$ cat config.mk
export PLATFORM = sky130hd
export DESIGN_NAME = fzc_div_cell
export DESIGN_NICKNAME = d
export VERILOG_FILES = /design/src/hw/rtl/fzc_div_cell.sv
export SDC_FILE = /design/constraint.sdc
export NUM_CORES = 1
export LEC_CHECK = 0
export BUFFER_PORTS_ARGS = -buffer_cell sky130_fd_sc_hd__buf_2
export CAP_MARGIN = 20
export CORE_MARGIN = 2
export CORE_UTILIZATION = 49
export DETAILED_ROUTE_END_ITERATION = 8
export PLACE_DENSITY = 0.78
export RECOVER_POWER = 25
export SLEW_MARGIN = 20
export SYNTH_ARGS = -nofsm -noshare
export SYNTH_HDL_FRONTEND = slang
export SYNTH_SLANG_ARGS = --single-unit
$ cat constraint.sdc
create_clock -name clk -period 3.05 [get_ports clk]
set_input_delay 0.4575 -clock clk [delete_from_list [all_inputs] [get_ports clk]]
set_output_delay 0.4575 -clock clk [all_outputs]
set_load 0.01 [all_outputs]
$ cat src/hw/rtl/fzc_div_cell.sv
`timescale 1ns / 1ps
`default_nettype none

// One restoring-division step. w carries the remaining dividend bits at the
// top and collects quotient bits at the bottom.
module fzc_div_cell #(
    parameter int DW = 16,
    parameter int LW = 17
) (
    input  wire logic          clk,
    input  wire logic          en,
    input  wire logic [DW-1:0] r_in,
    input  wire logic [DW-1:0] d_in,
    input  wire logic [LW-1:0] w_in,
    output logic      [DW-1:0] r_out,
    output logic      [DW-1:0] d_out,
    output logic      [LW-1:0] w_out
);

    logic [DW:0]   trial;
    logic [DW:0]   diff;
    logic          take;
    logic [DW-1:0] r_reg;
    logic [DW-1:0] r_next;
    logic [DW-1:0] d_reg;
    logic [LW-1:0] w_reg;
    logic [LW-1:0] w_next;

    assign trial  = {r_in, w_in[LW-1]};
    assign diff   = trial - {1'b0, d_in};
    assign take   = (trial >= {1'b0, d_in});
    assign r_next = take ? diff[DW-1:0] : trial[DW-1:0];
    assign w_next = {w_in[LW-2:0], take};

    always_ff @(posedge clk)
    begin
        if (en)
        begin
            r_reg <= r_next;
            d_reg <= d_in;
            w_reg <= w_next;
        end
    end

    assign r_out = r_reg;
    assign d_out = d_reg;
    assign w_out = w_reg;

endmodule

`default_nettype wire

# ---- Yosys cells after proc, flatten, opt, wreduce, memory -nomap -nowiden
# Cells that the tools add are included.
dict set report word_totals {
  word_cells 6
  out_inout_bits 49
  mem_count 0
  latch_bits 0
  ramBits 0
  mem_bits_ro 0
  regBits 49
  inputBits 51
}
dict set report op_classes {
  n_div 0
  n_bitwise 0
  n_lt_le_gt_ge 1
  reduce_logical 0
  addsub 1
  muxes 1
  shifts 0
  eq_ne 0
  multipliers 0
}
# cell count
set op_table {}
lappend op_table {{17-bit by 16-bit >= comparator with 1-bit output} 1}
lappend op_table {{16-bit two-way mux} 1}
lappend op_table {{16-bit subtractor} 1}

# ---- Longest topological paths before layout
dict set report depth {
  ltp_word 2
  mapped_depth 10
  ltp_nobuf 9
}

# ---- Least setup slack after synthesis
# OpenSTA, ideal clock, no wires.
dict set report synth_timing {
  path_type {input to register}
  from {input d_in[4]}
  to {register r_reg[10] (netlist: r_out[10]) (data pin)}
  n_path_buf 1
  cell_stages 9
  path_slack_ns 0.444
  arrival_ns 2.346
  setup_ns 0.260
  t_required_ns 2.790
  path_cell_list {inv_1 > ha_1 > a211oi_1 > o211ai_1 > o21ai_2 > o211ai_2 > a31oi_4 > buf_6 > mux2_4}
}
dict set report synth_via {
  elab_chain_len 2
  word_cells_on_any_way 3
  classes_between {add/sub (1); order compare (1); mux (1)}
}
# item line
set synth_lines {}
lappend synth_lines {{from (decl)} 13} ;# input wire logic [DW-1:0] d_in,
lappend synth_lines {{16-bit subtractor or 17-bit by 16-bit >= comparator with 1-bit output (tied branches)} {30, 31}}
lappend synth_lines {{16-bit two-way mux *} 32} ;# assign r_next = take ? diff[DW-1:0] : trial[DW-1:0];
lappend synth_lines {{net r_next[10]} 24} ;# logic [DW-1:0] r_next;
lappend synth_lines {{to (signal assigned)} 39} ;# r_reg <= r_next;
lappend synth_lines {{to (decl)} 23} ;# logic [DW-1:0] r_reg;
# Mark *: on every way through the listed nets, which the timed path passes. The rest lies on a longest branch.
# A chain may end at the register's enable or synchronous reset.

# ---- Worst setup path in the final report
dict set report layout_timing {
  from {input d_in[8]}
  to {register r_reg[7] (netlist: r_out[7]) (data pin)}
}
dict set report layout_via {
  elab_chain_len 2
}
# item line
set layout_lines {}
lappend layout_lines {{17-bit by 16-bit >= comparator with 1-bit output} 31} ;# assign take = (trial >= {1'b0, d_in});
lappend layout_lines {{16-bit two-way mux} 32}
lappend layout_lines {{net r_next[7]} 24}
# The timed path passes the listed nets, and every way through them passes these cells.

==> results.toml <==
[synthesis]
ys_ff_latch = 49
async_flop_share_pct = 0
synth_edf_count = 49
synth_cells = 204
synth_top_flop_cell = "edfxtp_1"
yosysSeqAreaShare_pct = 56.2
syn_area_sq_um = 2620
yosys.cell_types.count = 39
yosysWarnings = 0
synth_area_per_cell_sq_um = 12.8
synth_nets = 272

[global_routing]
grt_pass1_vias = 1847
grt_pass1_wl_mm = 8.68
antenna_found_initial = 0
grt_start_max_net_pins = 50
track_usage_pct = 18.6
grt-ovfl-total = 0

[routing]
vias = 1942
avgViaCountPerCell = 5.10
wl_per_cell_microns = 14.0
ant_nets = 0
drc = 0
wl_mm = 5.33
first_iter_violations = 94
drtPass1Iterations = 4

[floorplan]
die_x_microns = 77.1
die-height_microns = 77.1
io_pins = 100
core_sq_um = 5140
fp-row-count = 26
die_area_sq_um = 5940
initial_utilization_pct = 50.9

[outcome]
status = "finished, final reports clean"

[placed_design]
gp_routability_congestion = 0.866
postPlaceCellArea_sq_um = 3200
dp_hpwl_mm = 4.07
io_buffers = 99

[hold_path]
holdPathStages = 1
hold_start = "w_in[6]"
hold_path_class = "input pin to register"
min_delay_worst_endpoint = "w_out[7]"

[setup_path]
cp_max_fo = 12
critPathArrivalTime_ns = 2.68
start_kind = "input pin"
worstSetupPathType = "input pin to register"
cp-end-kind = "register"
required_ns = 3.11

[clocking]
cts_tree = "yes"
hold_buffers = 0
cts-resized-gates = 0
cts_made_buffers = 5
path_clk_slew_ns = 0.09
clockRootBuffer = "clkbuf_8"
clkSinkCount = 49
htree_levels = 2
post_cts_buffers = 0
cts_buffer_depth = 2

[sta]
worst_slew_pin_slew_ns = 1.21
period_minus_slack_ns = 2.62
hold_viol_final = 0
slew_headroom_pct = 19.4
tns_ns = 0
rsz0062_at_grt = "false"
clock.fmax_ghz = 0.382
maxSlewViolCount = 0
fin_crit_sh_pct = 85.8
setup_viol = 0

[power]
p_leak_uw = 0.00148
ir_drop_mv = 0.222
pwr_density_cell_nw_per_um2 = 519

[run]
cap_violations = 0

[cells_and_area]
fin_nets = 378
layout-drive-gt1-share_pct = 38.3
syn_to_final_growth_pct = 26.0
diodes = 0
final_area_sq_um = 3300
## power breakdown
| group | switching [uW] | internal (uW) | total [uW] | leakage, uW |
|---|---|---|---|---|
| logic | 219 | 193 | 412 | 0.000945 |
| registers | 15.1 | 827 | 842 | 0.000480 |
| clock network | 215 | 241 | 456 | 0.0000518 |
| total | 448 | 1260 | 1710 | 0.00148 |
## kinds of logic after synthesis
| kind of cell | synth area share [%] |
|---|---|
| AOI/OAI and AO/OA | 14.4 |
| xor gates and xnor gates | 3.01 |
| adders and majority gates | 8.42 |
| buffers and inverters | 4.35 |
| DFF | 56.2 |
| muxes | 7.22 |
| and+or+nand+nor | 6.31 |
## metal layers
layer | GRT usage, % | part of all wire, % | vias up
met5 | 0 | 0 | -
met3 | 3.76 | 6.0 | 11
met4 | 6.79 | 1.9 | 0
met2 | 30.7 | 49 | 76
li1 | - | - | 970
met1 | 24.4 | 43 | 885
## cell type report
cell class	instances	area, sq um
fill	450	1840
timing repair buffer	103	514
sequential	49	1470
clock buffer	5	68.8
multi-input combinational	129	1030
clock inverter	3	41.3
inverter	22	82.6
tap	70	87.6
## registers in the layout (all words and copies together) (netlist names)
name,count
w_out,17
d_out,16
r_out,16
## how the worst max path moves through the flow
stage          startpoint   endpoint  slack [ns]  cells after the start
2_1_floorplan     d_in[4]  r_out[10]        0.44                      9
3_3_place_gp      r_in[3]  r_out[15]        0.27                      9
3_5_place_dp      d_in[8]   r_out[7]        0.13                     10
4_1_cts           d_in[8]   r_out[7]        0.45                     10
5_1_grt           d_in[8]   r_out[7]        0.25                     10
6_report          d_in[8]   r_out[7]        0.43                     10
## layout by cell type (no fill, tap or decap), types with 3 or more instances in the layout
cell type  count
a211oi_1       5
a21o_1         7
a21oi_1       14
buf_2         89
buf_4          4
clkbuf_1       9
clkbuf_8       5
edfxtp_1      49
ha_1          16
inv_1         22
mux2_2         7
mux2_4         6
nand2_1        8
nand3_1        3
nor2_1        12
nor2b_1        3
o21a_1         3
o21ai_0       12
xnor2_1        6
xor2_1         3
## cells in the mapped netlist (2+ instances only)
library cell  count  area share, %
mux2i_1           2           0.77
nor2b_1           3           0.72
buf_4             2           0.57
o21ai_0          12            2.3
ha_1             16            7.7
a21boi_0          2           0.57
inv_1            22            3.2
xor2_1            3            1.0
nand2_1           8            1.1
o31a_1            2           0.67
nor2_1           12            1.7
mux2_2            7            3.0
a211oi_1          5            1.4
nand4_1           2           0.48
nand3_1           3           0.57
xnor2_1           6            2.0
a21oi_1          14            2.7
a21o_1            7            2.0
mux2_4            6            3.4
edfxtp_1         49             56
o21a_1            3           0.86
## worst max-delay path: stages
cell and delay, ns:
clkbuf_1 0.10, inv_1 0.06, ha_1 0.34, a21oi_1 0.33, o211ai_1 0.20, o21ai_2 0.22, o211ai_2 0.13, a31oi_4 0.20
buf_4 0.25, mux2_2 0.37
## metrics by stage
stage               hold WS (ns)  util, %  worst slack, ns  std cells  power, uW
floorplan                  0.556        -            0.444        204       1120
global placement           0.634     62.2            0.271        373       1260
detailed placement         0.636     62.2            0.133        373       1270
CTS                        0.323     64.4            0.453        381       1730
global route               0.312     64.1            0.251        381       1800
finish                     0.329     64.1            0.433        381       1710
Note: power is estimated with default switching activity, not from simulation.
