$ cat src/hw/rtl/fzc_pkg.sv
`timescale 1ns / 1ps
`default_nettype none

package fzc_pkg;

    localparam int DATA_W = 16;
    typedef logic signed [DATA_W-1:0] q88_t;

    // output universe
    localparam int OUT_LOW           = -25;
    localparam int OUT_HIGH          = 100;
    localparam int OPEN_FULL_POINT   = 50;
    localparam int CLOSED_HALF_WIDTH = 25;

    // grades: unsigned fraction, GRADE_ONE is one
    localparam int GRADE_ONE   = 65536;
    localparam int GRADE_W     = 17;
    localparam int GRADE_DEN_W = 16;
    localparam int GRADE_STEPS = GRADE_W;
    typedef logic [GRADE_W-1:0] grade_t;

    localparam int PTS_PER_CELL = 2;

    // configuration register map
    localparam int CFG_IDX_W = 3;
    typedef logic [CFG_IDX_W-1:0] cfg_idx_t;
    localparam cfg_idx_t REG_NEG_FULL  = 3'd0;
    localparam cfg_idx_t REG_NEG_ZERO  = 3'd1;
    localparam cfg_idx_t REG_ZERO_LEFT = 3'd2;
    localparam cfg_idx_t REG_ZERO_PEAK = 3'd3;
    localparam cfg_idx_t REG_ZERO_RIGHT = 3'd4;
    localparam cfg_idx_t REG_POS_ZERO  = 3'd5;
    localparam cfg_idx_t REG_POS_FULL  = 3'd6;

    localparam q88_t RST_NEG_FULL   = -16'sd2560;
    localparam q88_t RST_NEG_ZERO   = 16'sd0;
    localparam q88_t RST_ZERO_LEFT  = -16'sd1280;
    localparam q88_t RST_ZERO_PEAK  = 16'sd0;
    localparam q88_t RST_ZERO_RIGHT = 16'sd1280;
    localparam q88_t RST_POS_ZERO   = 16'sd0;
    localparam q88_t RST_POS_FULL   = 16'sd2560;

    localparam int APERTURE_MAX = 32767;
    localparam int APERTURE_MIN = -32768;

endpackage

`default_nettype wire

$ cat src/hw/rtl/fzc_agg_cell.sv
`timescale 1ns / 1ps
`default_nettype none

// Adds the clipped weights of a few consecutive output points into the
// running moment and weight sums.
module fzc_agg_cell #(
    parameter int FIRST_POINT = 0,
    parameter int OUT_HIGH    = fzc_pkg::OUT_HIGH,
    parameter int CHW         = fzc_pkg::CLOSED_HALF_WIDTH,
    parameter int OFP         = fzc_pkg::OPEN_FULL_POINT,
    parameter int TOP_W       = 32,
    parameter int BOT_W       = 24
) (
    input  wire logic                    clk,
    input  wire logic                    en,
    input  wire fzc_pkg::grade_t         lo_in,
    input  wire fzc_pkg::grade_t         hi_in,
    input  wire logic signed [TOP_W-1:0] top_in,
    input  wire logic        [BOT_W-1:0] bot_in,
    output fzc_pkg::grade_t              lo_out,
    output fzc_pkg::grade_t              hi_out,
    output logic signed      [TOP_W-1:0] top_out,
    output logic             [BOT_W-1:0] bot_out
);

    localparam int PPC = fzc_pkg::PTS_PER_CELL;

    logic signed [TOP_W-1:0] prod [PPC];
    logic        [BOT_W-1:0] wext [PPC];
    logic signed [TOP_W-1:0] top_next;
    logic        [BOT_W-1:0] bot_next;
    fzc_pkg::grade_t         lo_reg;
    fzc_pkg::grade_t         hi_reg;
    logic signed [TOP_W-1:0] top_reg;
    logic        [BOT_W-1:0] bot_reg;

    for (genvar j = 0; j < PPC; j++)
    begin : g_pt
        localparam int P      = FIRST_POINT + j;
        localparam int AP     = (P < 0) ? -P : P;
        localparam int CLS    = (AP <= CHW) ? ((CHW - AP) * fzc_pkg::GRADE_ONE) / CHW : 0;
        localparam int OPN    = (P >= OFP) ? fzc_pkg::GRADE_ONE :
                                ((P > 0) ? (P * fzc_pkg::GRADE_ONE) / OFP : 0);
        localparam int MU     = (CLS > OPN) ? CLS : OPN;
        localparam bit USE_LO = (P <= CHW);
        localparam bit LIVE   = (P <= OUT_HIGH);
        localparam fzc_pkg::grade_t        MU_G = fzc_pkg::GRADE_W'(MU);
        localparam logic signed [TOP_W-1:0] PS  = TOP_W'(P);

        fzc_pkg::grade_t         clip;
        fzc_pkg::grade_t         w;
        logic signed [TOP_W-1:0] wx;

        assign clip = USE_LO ? lo_in : hi_in;
        assign w    = LIVE ? ((clip < MU_G) ? clip : MU_G) : '0;
        assign wx   = signed'(TOP_W'(w));
        assign prod[j] = wx * PS;
        assign wext[j] = BOT_W'(w);
    end

    always_comb
    begin
        top_next = top_in;
        bot_next = bot_in;
        for (int j = 0; j < PPC; j++)
        begin
            top_next = top_next + prod[j];
            bot_next = bot_next + wext[j];
        end
    end

    always_ff @(posedge clk)
    begin
        if (en)
        begin
            lo_reg  <= lo_in;
            hi_reg  <= hi_in;
            top_reg <= top_next;
            bot_reg <= bot_next;
        end
    end

    assign lo_out  = lo_reg;
    assign hi_out  = hi_reg;
    assign top_out = top_reg;
    assign bot_out = bot_reg;

endmodule

`default_nettype wire

$ cat config.mk
export PLATFORM = sky130hd
export DESIGN_NAME = fzc_agg_cell
export DESIGN_NICKNAME = d
export VERILOG_FILES = /design/src/hw/rtl/fzc_pkg.sv /design/src/hw/rtl/fzc_agg_cell.sv
export SDC_FILE = /design/constraint.sdc
export NUM_CORES = 1
export LEC_CHECK = 0
export BUFFER_PORTS_ARGS = -buffer_cell sky130_fd_sc_hd__buf_2
export CELL_PAD_IN_SITES_DETAIL_PLACEMENT = 1
export CELL_PAD_IN_SITES_GLOBAL_PLACEMENT = 2
export CORE_MARGIN = 2
export CORE_UTILIZATION = 32
export DETAILED_ROUTE_END_ITERATION = 16
export PLACE_DENSITY_LB_ADDON = 0.3
export RECOVER_POWER = 50
export SYNTH_ARGS = -nofsm -noshare
export SYNTH_HDL_FRONTEND = slang
export SYNTH_SLANG_ARGS = --single-unit
$ cat constraint.sdc
create_clock -name clk -period 4.7 [get_ports clk]
set_input_delay 0.47 -clock clk [delete_from_list [all_inputs] [get_ports clk]]
set_output_delay 0.47 -clock clk [all_outputs]
set_load 0.005 [all_outputs]
; ---- After elaboration in Yosys (flattened, before gate mapping)
; Index checks and enable logic that the tools add are counted.
[totals]
register_bits = 90
input_bits = 92
[op_classes]
n_addsub = 3
magnitude_cmp = 2
n_mux = 2
[ops]
columns = operator, n
row1 = 24-bit by 17-bit adder with 24-bit output, 2
row2 = 17-bit two-way mux, 2
row3 = 32-bit by 18-bit adder with 32-bit output, 1
row4 = 17-bit by 16-bit < comparator with 1-bit output (second input constant), 1
row5 = 17-bit < comparator (second input constant), 1

; ---- Longest topological paths before layout
[logic_depth]
ltp_word = 4
depth_mapped = 17
depth_no_buf = 17

; ---- Worst setup path before layout
; No wires, ideal clock.
[synth_timing]
path_kind = input to register
from = in lo_in[5]
to = reg bot_reg[17] (netlist: bot_out[17]), data pin
setup_time_ns = 0.266
arrival_ns = 3.485
slack_ns = 0.949
cell_stages = 17
path_cell_list = nor3_1 -> a21oi_1 -> o21ai_0 -> a21oi_1 -> or3_1 -> inv_1 -> fa_1 -> inv_1 -> ha_1 -> inv_1 -> fa_1 -> nor2b_1 -> o31a_1 -> o21ai_2 -> a31oi_2 -> a31oi_1 -> xnor2_1
[synth_between]
elab_chain_cells = 4
[synth_rtl]
columns = element, line_no
row1 = from (decl), fzc_agg_cell.sv:16  ; input wire fzc_pkg::grade_t lo_in,
row2 = 17-bit < comparator, fzc_agg_cell.sv:55  ; assign w = LIVE ? ((clip < MU_G) ? clip : MU_G) : '0;
row3 = 17-bit two-way mux, fzc_agg_cell.sv:55
row4 = 24-bit by 17-bit adder with 24-bit output, fzc_agg_cell.sv:68  ; bot_next = bot_next + wext[j];
row5 = 24-bit by 17-bit adder with 24-bit output *, fzc_agg_cell.sv:68
row6 = named net bot_next[17], fzc_agg_cell.sv:31  ; logic [BOT_W-1:0] bot_next;
row7 = to (signal assigned), fzc_agg_cell.sv:79  ; bot_reg <= bot_next;
row8 = to (decl), fzc_agg_cell.sv:35  ; logic [BOT_W-1:0] bot_reg;
; Mark *: on every way through the listed nets, which the timed path passes. The rest lies on a longest branch.
; A chain may end at the register's enable or synchronous reset.

; ---- Worst setup path in the final report
[layout_timing]
from = in lo_in[5]
to = reg bot_reg[23] (netlist: bot_out[23]), data pin
; The elaborated chain is that of the path after synthesis.

==> results.md <==
* Status: finished, violations left
* Failing checks: capacitance limit, slew limit
* M3 GR Usage at 0.0347
* DRC viols at 0
* Pwr dens at 349 mW/mm^2
* Die height at 136 microns
* Post-route setup slack at 0.552 ns
* Slew Limit Fails at 48
* Post-CTS setup buffers at 0
* Clk pin slew, worst setup/hold paths at 0.08 ns
* IO Pins at 182
* Cell Chain, Critical Path: clkbuf_1 -> nor3_1 -> a21oi_1 -> o21ai_0 -> a21oi_1 -> or3_1 -> inv_1 -> fa_1 -> inv_1 -> ha_1 -> inv_1 -> fa_1 -> nor2b_1 -> o31a_1 -> o21ai_2 -> a31oi_2 -> a31oi_1 -> xnor2_1
* Number of flops mapped to enable cells by yosys at 90
* Detailed router's first-iteration violation count at 119
* Synth-to-Final Area Change at 25.1%
* Area occupied by multi-input gates at 0.00264 sq mm
* Final Net Count at 839
* Chip width at 136 microns
* Least-Margin Pin Slew at 2.85 ns
* H-tree depth at 3
* Flops & latches, synth at 90
* Met1 Use GR at 0.209
* CTS tree: done
* Hold buffers post-CTS at 0
* Max-cap violations at 1
* Crit path required time at 4.81 ns
* Fin crit period at 4.15 ns
* Library cells used by synthesis at 49
* Largest net degree at the start of global routing at 48
* IO buf count at 181
* Filler cell count at 1997
* Commonest cells after routing, fill and taps aside: buf_2, edfxtp_1, inv_1
* Maximum VDD drop at 166 uV
* Kind of end point of the critical path: flop
* Synth Instances at 509
* Delay-heaviest family, CP: compound AO/OA/AOI/OAI gates
* Period utilization at 0.883
* Grt peak-use layer: met2
* Startpoint Class: input port
* CP max stage delay at 0.43 ns
* RSZ-0062 raised after global routing: no
* Total GRT Usage at 0.166
* First-pass GRT wire length at 23700 microns
* Post-DP HPWL at 12300 microns
* Post-CTS sizing at 0
* Syn nets at 654
* Worst Hold Class: input port to flop
* Slew HR at -0.899
* Layout cells sized above 1 at 0.225
* Worst path arrival time at 4.25 ns
* Sink Count at 90
* Post-synth ARST share at 0
* WP buf/inv at 4
* Final hold violations at 0
* Fmax at 0.241 GHz
* Drt pass-1 iters at 4
* M2 GR Usage at 0.292
* Placer congestion estimate at 0.822
* Drt wl/cell at 16.4 microns
* Dpl ws at 0.241 ns
* FF/Latch Area at 0.00270 sq mm
* GR Overflow Total at 0
* Post-Syn Area at 0.00559 sq mm
* Vias in the first global route at 4547
* Most common cell after layout, fill and taps aside: buf_2
* Post-detailed-route count of antenna-violating nets at 0
* Initial antenna violation count at 0
* Mean post-synth cell area at 11.0 sq um
* Clk root buf: clkbuf_16
* Largest fanout on the critical path at 7
* Crit Path Class: input port to flop
* Synth warn at 0
* Top cell by count, worst path: inv_1
* Starting Density at 0.326
* Bufs on Longest Clock Path at 2
* Ant diodes at 0
* Post-synthesis sequential area ratio at 0.483
* Fin Setup TNS at 0 ns
* Core footprint at 0.0172 sq mm
* Routed wire length at 15200 microns
* Worst path slowest cell: fa_1
* Row count at 48
* Die area at 0.0186 sq mm
* Final setup violation count at 0
* Cts bufs inserted at 9
* LEAKAGE at 0.00300 uW
* Final Power at 2440 uW
* Post-synth top flop: edfxtp_1
* Vias/cell at 4.71
* Via Count at 4354
## per-stage QoR
| stage | cell area [sq um] | util | hold WS [ns] | instances |
|---|---|---|---|---|
| final | 7000 | 0.407 | 0.287 | 924 |
| after global routing | 7000 | 0.407 | 0.270 | 924 |
| after CTS | 7070 | 0.412 | 0.271 | 924 |
| after detailed placement | 6760 | 0.394 | 0.648 | 908 |
| after global placement | 6760 | 0.394 | 0.648 | 908 |
| after floorplan | 5590 | - | 0.569 | 509 |
## metal layers
| metal | part of all wire | routed length [microns] |
|---|---|---|
| met1 | 0.44 | 6690 |
| met2 | 0.50 | 7610 |
| met3 | 0.050 | 760 |
| met4 | 0.0076 | 115 |
| met5 | 0 | 0 |
## final cells by class
class	count	area share
tap	225	0.0402
inverter	57	0.0306
sequential	90	0.386
multi-input combinational	353	0.377
timing repair buffer	183	0.122
clock inverter	7	0.0116
clock buffer	9	0.0322
## cell usage after synthesis, types with 12 or more instances
cell type | number | area share
o21ai_0 | 20 | 0.018
nand3_1 | 16 | 0.014
nor2_1 | 24 | 0.016
xnor2_1 | 25 | 0.039
nand2b_1 | 15 | 0.017
nor2b_1 | 12 | 0.013
fa_1 | 18 | 0.064
ha_1 | 35 | 0.078
nand2_1 | 30 | 0.020
xor2_1 | 17 | 0.027
a21oi_1 | 40 | 0.036
edfxtp_1 | 90 | 0.48
inv_1 | 57 | 0.038
## flip-flops by register name, indices dropped and copies added (netlist names)
register and flops:
top_out 32, bot_out 24, hi_out 17, lo_out 17
## final timing paths
path | from | to | depth (start not counted) | slack (ns)
hold / removal | hi_in[9] | hi_out[9] | 1 | 0.29
setup / recovery | lo_in[5] | bot_out[23] | 18 | 0.55
## cells by family (layout without fill, tap and decap cells)
kind of cell	Yosys count	after routing	synth area share
AOI/OAI and AO/OA	107	107	0.122
xor gates and xnor gates	42	42	0.0658
adders and majority gates	53	53	0.143
buffers and inverters	66	256	0.0447
DFF	90	90	0.483
other	1	1	0.000670
and+or+nand+nor	150	150	0.141
## report_power, final
group / switching [uW] / internal (uW)
clock: 355 / 379
combinational: 375 / 281
sequential: 27.7 / 1030
Note: power is estimated with default switching activity, not from simulation.
